**src/hw/rtl/sfx_pkg.sv**
```systemverilog
// shared types, constants and the exp2 table builder for the softmax block
// no dependencies
package sfx_pkg;

   localparam int PLANE_DEPTH_DEF    = 64;
   localparam int EXP_TABLE_BITS_DEF = 8;

   localparam logic FUNC_FWD = 1'b0;
   localparam logic FUNC_BWD = 1'b1;

   localparam logic [16:0] LOG2E_Q16 = 17'd94548;
   localparam logic [63:0] LN2_Q32   = 64'd2977044472;
   localparam logic [16:0] ONE_Q16   = 17'd65536;

   typedef enum logic [3:0] {
      ST_IDLE,
      ST_MAX_RD,
      ST_MAX_CMP,
      ST_EXP_RD,
      ST_EXP_MUL,
      ST_EXP_ACC,
      ST_DIV_RD,
      ST_DIV_INIT,
      ST_DIV_STEP,
      ST_DIV_OUT,
      ST_GRAD_RD,
      ST_GRAD_W,
      ST_GRAD_M,
      ST_GRAD_OUT
   } state_type;

   typedef struct packed {
      logic load_sample;
      logic take_grad;
      logic max_step;
      logic exp_mul;
      logic exp_acc;
      logic div_init;
      logic div_step;
      logic div_out;
      logic sel_grad;
      logic grad_w;
      logic grad_m;
      logic grad_out;
   } cmd_type;

   typedef struct packed {
      logic load_at_max;
      logic walk_last;
      logic div_done;
   } status_type;

   // 2^-u in q1.16 from u in q0.16, evaluated at elaboration only
   function automatic logic [16:0] exp2neg_q16(input logic [15:0] u);
      logic [63:0] y;
      logic [63:0] term;
      logic [63:0] acc;
      y    = ({48'd0, u} * LN2_Q32) >> 16;
      term = 64'd1 << 32;
      acc  = term;
      for (int k = 1; k <= 13; k++) begin
         term = ((term * y) >> 32) / 64'(k);
         if (k % 2 == 1) begin
            acc = acc - term;
         end else begin
            acc = acc + term;
         end
      end
      return 17'((acc + 64'd32768) >> 16);
   endfunction

endpackage

```
**src/hw/rtl/sfx_ctrl.sv**
```systemverilog
// sequencing state machine for the softmax block
// depends on sfx_pkg
module sfx_ctrl (
   input  logic                  clock,
   input  logic                  reset,
   input  logic                  start,
   input  logic                  req_func,
   input  logic                  req_last_in,
   input  sfx_pkg::status_type   status,
   output logic                  busy,
   output sfx_pkg::cmd_type      cmd
);

   sfx_pkg::state_type state_ff, state_in;

   always_ff @(posedge clock) begin
      if (reset) begin
         state_ff <= sfx_pkg::ST_IDLE;
      end else begin
         state_ff <= state_in;
      end
   end

   always_comb begin
      state_in = state_ff;
      cmd      = '0;
      busy     = 1'b1;
      unique case (state_ff)
         sfx_pkg::ST_IDLE: begin
            busy = 1'b0;
            if (start) begin
               if (req_func == sfx_pkg::FUNC_BWD) begin
                  cmd.take_grad = 1'b1;
                  state_in      = sfx_pkg::ST_GRAD_RD;
               end else begin
                  cmd.load_sample = 1'b1;
                  if (req_last_in || status.load_at_max) begin
                     state_in = sfx_pkg::ST_MAX_RD;
                  end
               end
            end
         end
         sfx_pkg::ST_MAX_RD: state_in = sfx_pkg::ST_MAX_CMP;
         sfx_pkg::ST_MAX_CMP: begin
            cmd.max_step = 1'b1;
            state_in = status.walk_last ? sfx_pkg::ST_EXP_RD : sfx_pkg::ST_MAX_RD;
         end
         sfx_pkg::ST_EXP_RD: state_in = sfx_pkg::ST_EXP_MUL;
         sfx_pkg::ST_EXP_MUL: begin
            cmd.exp_mul = 1'b1;
            state_in    = sfx_pkg::ST_EXP_ACC;
         end
         sfx_pkg::ST_EXP_ACC: begin
            cmd.exp_acc = 1'b1;
            state_in = status.walk_last ? sfx_pkg::ST_DIV_RD : sfx_pkg::ST_EXP_RD;
         end
         sfx_pkg::ST_DIV_RD: state_in = sfx_pkg::ST_DIV_INIT;
         sfx_pkg::ST_DIV_INIT: begin
            cmd.div_init = 1'b1;
            state_in     = sfx_pkg::ST_DIV_STEP;
         end
         sfx_pkg::ST_DIV_STEP: begin
            cmd.div_step = 1'b1;
            if (status.div_done) begin
               state_in = sfx_pkg::ST_DIV_OUT;
            end
         end
         sfx_pkg::ST_DIV_OUT: begin
            cmd.div_out = 1'b1;
            state_in = status.walk_last ? sfx_pkg::ST_IDLE : sfx_pkg::ST_DIV_RD;
         end
         sfx_pkg::ST_GRAD_RD: begin
            cmd.sel_grad = 1'b1;
            state_in     = sfx_pkg::ST_GRAD_W;
         end
         sfx_pkg::ST_GRAD_W: begin
            cmd.grad_w = 1'b1;
            state_in   = sfx_pkg::ST_GRAD_M;
         end
         sfx_pkg::ST_GRAD_M: begin
            cmd.grad_m = 1'b1;
            state_in   = sfx_pkg::ST_GRAD_OUT;
         end
         sfx_pkg::ST_GRAD_OUT: begin
            cmd.grad_out = 1'b1;
            state_in     = sfx_pkg::ST_IDLE;
         end
         default: state_in = sfx_pkg::ST_IDLE;
      endcase
   end

endmodule

```
**config.mk**
```make
export PLATFORM = sky130hd
export DESIGN_NAME = sfx_ctrl
export DESIGN_NICKNAME = d
export VERILOG_FILES = /design/src/hw/rtl/sfx_pkg.sv /design/src/hw/rtl/sfx_ctrl.sv
export SDC_FILE = /design/constraint.sdc
export NUM_CORES = 1
export LEC_CHECK = 0
export ABC_CLOCK_PERIOD_IN_PS = 3130
export BUFFER_PORTS_ARGS = -buffer_cell sky130_fd_sc_hd__buf_2
export CAP_MARGIN = 25
export CORE_UTILIZATION = 25
export DETAILED_ROUTE_END_ITERATION = 10
export SETUP_SLACK_MARGIN = 0.02
export SLEW_MARGIN = 20
export SYNTH_ARGS = -nofsm -noshare
export SYNTH_HDL_FRONTEND = slang
export SYNTH_SLANG_ARGS = --single-unit
```
**constraint.sdc**
```tcl
create_clock -name clock -period 3.13 [get_ports clock]
set_input_delay 0.4695 -clock clock [delete_from_list [all_inputs] [get_ports clock]]
set_output_delay 0.4695 -clock clock [all_outputs]
set_load 0.02 [all_outputs]
```
After elaboration in Yosys (flattened, before gate mapping)
Index checks and enable logic that the tools add are counted.

storage, ports and cells
  input port bits = 8
  register bits after elaboration = 4
  output and inout bits = 13
  word-level logic and storage cells = 43

cells by class
  mux-type cells = 23
  equality and inequality tests = 16
  reductions and logical operators = 3

operator list
  operator                                                                number
  4-bit case mux with 13 select lines                                     1
  4-bit equality test (second input constant)                             6
  4-bit by 3-bit equality test with 1-bit output (second input constant)  4
  4-bit two-way mux                                                       4
  1-bit two-way mux                                                       13
  4-bit by 2-bit equality test with 1-bit output (second input constant)  2
  2-bit two-way mux                                                       3
  3-bit two-way mux                                                       2
  4-bit by 1-bit equality test with 1-bit output (second input constant)  1
  4-bit logical NOT                                                       1
  2-bit != test (second input constant)                                   2
  3-bit != test (second input constant)                                   1
  3-bit AND reduction                                                     1
  1-bit logical OR                                                        1

Depth between registers and ports, before layout
Gate-level depths: netlist of the first run.

  depth after elaboration = 5
  mapped depth = 5
  depth with buffers taken out = 4

Worst setup path before layout of the first run
Ideal clock, no wire load.

  kind = reg-to-output
  start = reg state_ff[2]
  end = out cmd[11] (netlist name)
  path slack = 1.362 ns
  stages on the path, launching flop included = 4
  arrival time = 1.298 ns
  required time = 2.660 ns
  path buffers = 0
  cell sequence = dfxtp_1 -> or4_4 -> nor2_4 -> and2_1

RTL lines
  element                 line            text
  start, declared         sfx_ctrl.sv:14  sfx_pkg::state_type state_ff, state_in;
  start signal, assigned  sfx_ctrl.sv:18  state_ff <= sfx_pkg::ST_IDLE;
  start signal, assigned  sfx_ctrl.sv:20  state_ff <= state_in;
  end, declared           sfx_ctrl.sv:11  output sfx_pkg::cmd_type cmd

==> flow_summary.json, run 1 <==
{
  "cts_hold_buf": 0,
  "place_congestion": 0.730,
  "period_minus_slack_ps": 2140,
  "cts_resized": 0,
  "clockRootBuffer": "clkbuf_4",
  "drc": 0,
  "worstMarginPinSlew_ps": 482,
  "grt_max_degree": 17,
  "ys_seq_elements": 4,
  "die_h_um": 42.0,
  "regMostFlops": "state_ff",
  "cp_cell_sequence": "or4_4 -> nor2_4 -> and2_1 -> buf_2",
  "vias": 475,
  "hpwlAfterDp_um": 711,
  "finalCritPeriodShare": 0.685,
  "max_stage_delay_ps": 620,
  "syn-instance-count": 61,
  "cts.sinks": 4,
  "power.density_nw_per_um2": 958,
  "vdd_drop_max_mv": 0.413,
  "clk_pin_slew_ps": 40,
  "design.die.area_um2": 1770,
  "overflow": 0,
  "ant_nets": 0,
  "maxCapViolCount": 0,
  "grt_pass1_vias": 406,
  "cp-end-kind": "output pin",
  "p_leak_nw": 0.250,
  "ys_warn_count": 0,
  "final.setup.tns_ps": 0,
  "status": "finished clean",
  "drtIter0Drc": 8,
  "grt_antenna_before_repair": 0,
  "nNetsFinal": 90,
  "num_antenna_cells": 0,
  "clock_latency_ps": 230,
  "fmax_ghz": 0.467,
  "fp.dieW_um": 42.0,
  "drive_gt1_frac": 0.338,
  "wl_um": 958,
  "slowest_stage": "or4_4",
  "io_buffers": 20,
  "largest_register_ffs": 4,
  "slew_headroom": 0.678,
  "slew_violations": 0,
  "grt_use_total": 0.126,
  "placed_area_um2": 504,
  "synth_cell_types": 25,
  "setup_viol": 0,
  "finClkSkew_ps": 0.927,
  "syn_avg_cell_area_um2": 6.56,
  "worstPathRequired_ps": 2660,
  "ioPinCount": 21,
  "crit_type": "reg2out",
  "grt_pass1_wl_um": 1730,
  "numCtsBuffers": 3,
  "syn_nets": 69,
  "fillCellCount": 172,
  "cp.arrival_ps": 1670,
  "final_hold_viol_count": 0,
  "htree_levels": 1,
  "start_util": 0.266,
  "wl_per_cell_um": 9.98,
  "first_pass_iters": 4,
  "via_per_inst": 4.95,
  "rsz0062_at_grt": "no",
  "synth-seq-area-share": 0.200,
  "finalInstanceArea_um2": 527,
  "syn_area_um2": 400,
  "rows": 14,
  "core_um2": 1510,
  "clockBufferDepth": 2,
  "critPathLaunchType": "register",
  "cts_tree": "yes",
  "reg_top3": "state_ff: 4 flops",
  "area_growth_pct": 31.6,
  "path_max_fanout": 16,
  "cts_setup_buffers": 0,
  "hold_class": "in2reg"
}
power by group:
group | switching [mW] | total [mW] | internal, mW
sequential | 0.0735 | 0.146 | 0.0724
combinational | 0.164 | 0.296 | 0.132
clock | 0.0200 | 0.0628 | 0.0428
total | 0.257 | 0.505 | 0.247
cell usage in the layout, fill, tap and decap left out:
| cell type | Yosys | layout |
|---|---|---|
| inv_1 | 3 | 3 |
| a22oi_1 | 2 | 2 |
| nor4_1 | 1 | 1 |
| mux2_2 | 1 | 1 |
| nand2_2 | 1 | 1 |
| o2111a_1 | 1 | 1 |
| a21boi_0 | 2 | 2 |
| a32o_1 | 1 | 1 |
| nor3_1 | 7 | 7 |
| nand2b_1 | 3 | 3 |
| dfxtp_1 | 4 | 4 |
| a211oi_1 | 1 | 1 |
| a21o_1 | 2 | 2 |
| o21ai_0 | 4 | 4 |
| nor2_1 | 11 | 11 |
| o22a_1 | 1 | 1 |
| nand2_1 | 6 | 6 |
| a21oi_1 | 1 | 1 |
| and2_1 | 1 | 1 |
| or4_4 | 1 | 1 |
| o22ai_1 | 1 | 1 |
| buf_2 | 1 | 20 |
| clkbuf_4 | 0 | 3 |
| nor2_4 | 1 | 1 |
| o311ai_0 | 1 | 1 |
metal layers:
metal	global-route usage	up-vias	part of all wire	wire length [µm]
li1	-	257	-	-
met2	0.184	15	0.44	417
met3	0.0129	2	0.061	58
met5	0	-	0	0
met4	0.0750	0	0.016	15
met1	0.179	201	0.49	466
cells in the mapped netlist (all sizes together):
cell type  instances  area share
nor2              12        0.13
nand2              7       0.072
nor3               7       0.087
dfxtp              4        0.20
o21ai              4       0.050
clkbuf             3       0.028
inv                3       0.028
nand2b             3       0.047
a21boi             2       0.037
a21o               2       0.037
a22oi              2       0.037
a211oi             1       0.019
a21oi              1       0.012
a32o               1       0.025
and2               1       0.016
buf                1       0.012
mux2               1       0.028
nor4               1       0.016
o2111a             1       0.028
o22a               1       0.022
o22ai              1       0.016
o311ai             1       0.022
or4                1       0.028
cells by family after synthesis:
| family | after synthesis | synth area share |
|---|---|---|
| simple gates | 32 | 0.397 |
| compound gates | 17 | 0.306 |
| buf+inv | 7 | 0.0687 |
| flops | 4 | 0.200 |
| mux | 1 | 0.0281 |
worst max-delay path, delay by kind of cell (launching register included):
kind | cells | cell delay (ps)
buf+inv | 1 | 150
flops | 1 | 440
simple gates | 3 | 850
final cells by class:
class,instances,area (µm²),area share
sequential,4,80.1,0.152
clock buffer,3,22.5,0.0428
inverter,3,11.3,0.0214
timing repair buffer,20,100,0.190
multi-input combinational,50,293,0.556
tap,16,20.0,0.0380
metrics by stage:
step                      hold slack (ps)  power, mW  setup slack, ps   util  std cells
after CTS                             444      0.510              973  0.350         96
after floorplan                       542      0.373             1360      -         61
final                                 452      0.505              987  0.350         96
after global routing                  471      0.557              852  0.350         96
after global placement                693      0.442             1240  0.335         93
after detailed placement              688      0.443             1230  0.335         93
worst paths after layout:
path / to / cells after the start / start / slack [ps]
hold / removal: state_ff[2]$_SDFFE_PP0P_ / 2 / reset / 450
hold reg to reg: state_ff[2]$_SDFFE_PP0P_ / 2 / state_ff[0]$_SDFFE_PP0P_ / 700
setup / recovery: cmd[11] / 4 / state_ff[2]$_SDFFE_PP0P_ / 990
setup reg to reg: state_ff[3]$_SDFFE_PP0P_ / 4 / state_ff[3]$_SDFFE_PP0P_ / 1510
Note: power is estimated with default switching activity, not from simulation.
==> run 2, diff against run 1 <==
Settings changed: ABC_CLOCK_PERIOD_IN_PS 3130 to 2200.
Clock period 3.13 ns to 2.2 ns, I/O delays scaled along.
==> run 2 against run 1 <==
Effect of this change: worst hold slack worse by 130 ps; clock power is 44% higher; sequential cell count stayed put; sequential power is 20% higher; largest power group unchanged; utilization is 1.0 points higher; combinational power is 62% higher; wire length is 12% higher; via count is 3.8% higher; die area stayed put.
==> flow_summary.json, run 2 (same netlist as run 1, synthesis figures left out) <==
{
  "cts.sinks": 4,
  "grt_max_degree": 17,
  "power_frac_comb": 0.644,
  "vias": 493,
  "status": "finished clean",
  "stdcell_count": 98,
  "pre_cts_ws_ps": 474,
  "timing.final.ws_setup_ps": 228,
  "htree_levels": 1,
  "wl_per_cell_um": 11.0,
  "multiInputGateArea_um2": 293,
  "via_per_inst": 5.03,
  "path_max_fanout": 14,
  "area_growth_pct": 35.3,
  "clock_latency_ps": 240,
  "final.setup.tns_ps": 0,
  "fillCellCount": 169,
  "p_clk_frac": 0.121,
  "worstMarginPinSlew_ps": 492,
  "start_util": 0.266,
  "switching_share": 0.507,
  "place_congestion": 0.765,
  "final_hold_viol_count": 0,
  "cp-end-kind": "output pin",
  "maxCapViolCount": 0,
  "post-route-util": 0.360,
  "rsz0062_at_grt": "no",
  "hold_class": "in2reg",
  "slew_violations": 0,
  "finClkSkew_ps": 6.70,
  "grt_antenna_before_repair": 0,
  "cts_setup_buffers": 0,
  "first_pass_iters": 4,
  "grt_pass1_vias": 426,
  "worstPathRequired_ps": 1870,
  "cts_tree": "yes",
  "numCtsBuffers": 3,
  "clk_pin_slew_ps": 40,
  "wl_um": 1080,
  "hold-worst-slack_ps": 319,
  "io_buffers": 20,
  "crit_type": "reg2out",
  "cts_resized": 0,
  "power_frac_seq": 0.235,
  "grt_use_total": 0.142,
  "clockRootBuffer": "clkbuf_4",
  "placed_cells": 95,
  "core_um2": 1510,
  "finalCritPeriodShare": 0.896,
  "overflow": 0,
  "rows": 14,
  "vdd_drop_max_mv": 0.621,
  "period_minus_slack_ps": 1970,
  "largest_register_ffs": 4,
  "drc": 0,
  "die_h_um": 42.0,
  "nNetsFinal": 92,
  "ff_latch_area_um2": 80.1,
  "ioPinCount": 21,
  "clockBufferDepth": 2,
  "slew_headroom": 0.672,
  "fp.dieW_um": 42.0,
  "setup_viol": 0,
  "design.die.area_um2": 1770,
  "p_leak_nw": 0.261,
  "p_int_mw": 0.367,
  "final_common_cell": "buf_2",
  "final_cell_mix": "20 x buf_2, 11 x nor2_1, 7 x nor3_1",
  "num_antenna_cells": 0,
  "regMostFlops": "state_ff",
  "ant_nets": 0,
  "holdPathStages": 2,
  "drive_gt1_frac": 0.354,
  "cts_hold_buf": 0,
  "grt_pass1_wl_um": 1880,
  "drtIter0Drc": 12,
  "fmax_ghz": 0.507,
  "hpwlAfterDp_um": 794,
  "power.density_nw_per_um2": 1370,
  "r2r_cells": 4,
  "cp.arrival_ps": 1640,
  "reg_top3": "state_ff: 4 flops",
  "switchingPower_mw": 0.378,
  "critPathLaunchType": "register"
}
## run 2: path summary, 6_finish.rpt
kind,start,endpoint,slack (ps)
max reg2reg,state_ff[3]$_SDFFE_PP0P_,state_ff[3]$_SDFFE_PP0P_,580
max,state_ff[0]$_SDFFE_PP0P_,cmd[11],230
min reg2reg,state_ff[2]$_SDFFE_PP0P_,state_ff[2]$_SDFFE_PP0P_,680
min,reset,state_ff[2]$_SDFFE_PP0P_,320
## run 2: power groups by stage
stage	logic, mW	registers (mW)	clock network (mW)
2_1_floorplan	0.396	0.135	0
3_3_place_gp	0.473	0.174	0
3_5_place_dp	0.480	0.175	0
4_1_cts	0.483	0.174	0.0937
5_1_grt	0.535	0.187	0.105
6_report	0.479	0.175	0.0902
## run 2: cell type report
type | instances | area share
multi-input cells | 50 | 0.540
repair buffers | 22 | 0.212
flip-flops and latches | 4 | 0.148
clock buffers | 3 | 0.0416
well taps | 16 | 0.0370
inverters | 3 | 0.0208
## run 2: per-layer routing
metal | vias up | share of wire | global-route usage
li1 | 260 | - | -
met1 | 215 | 0.45 | 0.176
met2 | 18 | 0.48 | 0.234
met3 | 0 | 0.069 | 0.0517
met4 | 0 | 0 | 0.0375
met5 | - | 0 | 0
## run 2: critical path, cell delays in order (launching register included)
cell and delay [ps]:
dfxtp_1 420, or4_4 590, nor2_4 110, and2_1 120
buf_2 150
## run 2: metrics by stage
step / area (µm²) / power (mW)
floorplan: 400 / 0.531
global placement: 519 / 0.647
detailed placement: 519 / 0.655
CTS: 542 / 0.751
global route: 542 / 0.827
finish: 542 / 0.744
==> run 3, diff against run 2 <==
Settings changed: CELL_PAD_IN_SITES_DETAIL_PLACEMENT set to 0, CELL_PAD_IN_SITES_GLOBAL_PLACEMENT set to 1, PLACE_DENSITY_LB_ADDON set to 0.1.
==> run 3 against run 2 <==
Effect of this change: combinational power is 5.6% higher; global-route usage up 0.064 points; highest routed layer unchanged; critical endpoint unchanged; sequential share of layout area decreased by 0.20 points; the flow now finishes with violations (DRC); fmax increased by 1.1%; worst hold slack got worse by 9.6 ps; clock-buffer cell count unchanged; sequential cell count unchanged; register-to-register slack improved by 20 ps; wire length increased by 7.9%; non-clock buffer count is 1 higher; cell count up 1.0%.
==> flow_summary.json, run 3 (same netlist as run 1, synthesis figures left out) <==
{
  "area_growth_pct": 37.2,
  "p_int_mw": 0.377,
  "period_minus_slack_ps": 1950,
  "die_h_um": 42.0,
  "cts_hold_buf": 0,
  "wl_met1_um": 564,
  "power_frac_seq": 0.220,
  "maxCapViolCount": 0,
  "regMostFlops": "state_ff",
  "stdcell_count": 99,
  "clockRootBuffer": "clkbuf_4",
  "grt_pass1_wl_um": 1900,
  "final_hold_viol_count": 0,
  "violations": "DRC",
  "vdd_drop_max_mv": 0.844,
  "largest_register_ffs": 4,
  "drive_gt1_frac": 0.361,
  "cp.arrival_ps": 1620,
  "drtIter0Drc": 10,
  "nNetsFinal": 93,
  "top_layer": "met3",
  "reg_top3": "state_ff: 4 flops",
  "fp.dieW_um": 42.0,
  "finalCritPeriodShare": 0.886,
  "place_congestion": 0.679,
  "wl_um": 1160,
  "status": "finished with violations",
  "power.density_nw_per_um2": 1390,
  "power_frac_comb": 0.663,
  "htree_levels": 1,
  "core_um2": 1510,
  "r2r_cells": 4,
  "final_common_cell": "buf_2",
  "p_clk_frac": 0.117,
  "clockBufferDepth": 2,
  "num_antenna_cells": 0,
  "via_per_inst": 4.87,
  "overflow": 0,
  "ant_nets": 0,
  "vias": 482,
  "finClkSkew_ps": 4.17,
  "holdPathStages": 2,
  "setup_viol": 0,
  "grt_use_total": 0.143,
  "critPathLaunchType": "register",
  "crit_type": "reg2out",
  "final.setup.tns_ps": 0,
  "hpwlAfterDp_um": 873,
  "cts.sinks": 4,
  "clock_latency_ps": 230,
  "fmax_ghz": 0.513,
  "grt_antenna_before_repair": 0,
  "cp-end-kind": "output pin",
  "wl_met2_um": 516,
  "ioPinCount": 21,
  "first_pass_iters": 7,
  "slew_violations": 0,
  "clk_pin_slew_ps": 30,
  "hold_class": "in2reg",
  "design.die.area_um2": 1770,
  "drc": 1,
  "met3RoutedLength_um": 80,
  "cts_resized": 0,
  "grt_pass1_vias": 436,
  "switchingPower_mw": 0.385,
  "switching_share": 0.505,
  "p_leak_nw": 0.266,
  "rsz0062_at_grt": "no",
  "worstMarginPinSlew_ps": 429,
  "start_util": 0.266,
  "io_buffers": 20,
  "wl_per_cell_um": 11.7,
  "cts_tree": "yes",
  "grt_max_degree": 16,
  "final_cell_mix": "20 x buf_2, 11 x nor2_1, 7 x nor3_1",
  "path_max_fanout": 14,
  "rows": 14,
  "cts_setup_buffers": 0,
  "slew_headroom": 0.714,
  "worstPathRequired_ps": 1870,
  "placed_cells": 96,
  "numCtsBuffers": 3
}
-- run 3: cell types whose count changed in the layout (fill, tap and decap cells not counted) --
| cell | change |
|---|---|
| buf_4 | +1 |
-- run 3: routing by layer --
| layer | GRT usage | up-vias |
|---|---|---|
| li1 | - | 264 |
| met1 | 0.191 | 204 |
| met2 | 0.197 | 14 |
| met3 | 0.0431 | 0 |
| met4 | 0.0938 | 0 |
| met5 | 0 | - |
-- run 3: final timing paths --
path	start	endpoint	slack (ps)
max	state_ff[1]$_SDFFE_PP0P_	cmd[11]	250
min	reset	state_ff[2]$_SDFFE_PP0P_	310
max reg2reg	state_ff[3]$_SDFFE_PP0P_	state_ff[3]$_SDFFE_PP0P_	600
min reg2reg	state_ff[2]$_SDFFE_PP0P_	state_ff[2]$_SDFFE_PP0P_	680
-- run 3: power by group through the flow --
stage / Combinational [mW] / Clock [mW] / Sequential [mW]
floorplan: 0.396 / 0 / 0.135
global route: 0.554 / 0.103 / 0.173
detailed placement: 0.505 / 0 / 0.168
finish: 0.506 / 0.0890 / 0.168
CTS: 0.506 / 0.0956 / 0.167
global placement: 0.505 / 0 / 0.167
-- run 3: cell type report --
class                   instances  area [µm²]
clock buffers                   3        22.5
repair buffers                 23         123
fillers                       177         957
well taps                      16        20.0
flip-flops and latches          4        80.1
multi-input cells              50         293
inverters                       3        11.3
-- run 3: worst max-delay path, stage by stage, from the launching register on --
cell     delay, ps
dfxtp_1        430
or4_4          570
nor2_4         120
and2_1         120
buf_2          150
-- run 3: through the flow --
stage | hold slack [ps] | utilization | instance area (µm²) | power, mW | setup WS (ps)
floorplan | 403 | - | 400 | 0.531 | 572
global placement | 564 | 0.350 | 527 | 0.672 | 521
detailed placement | 555 | 0.350 | 527 | 0.674 | 494
CTS | 308 | 0.365 | 549 | 0.769 | 239
global route | 320 | 0.365 | 549 | 0.830 | 175
finish | 309 | 0.365 | 549 | 0.762 | 250
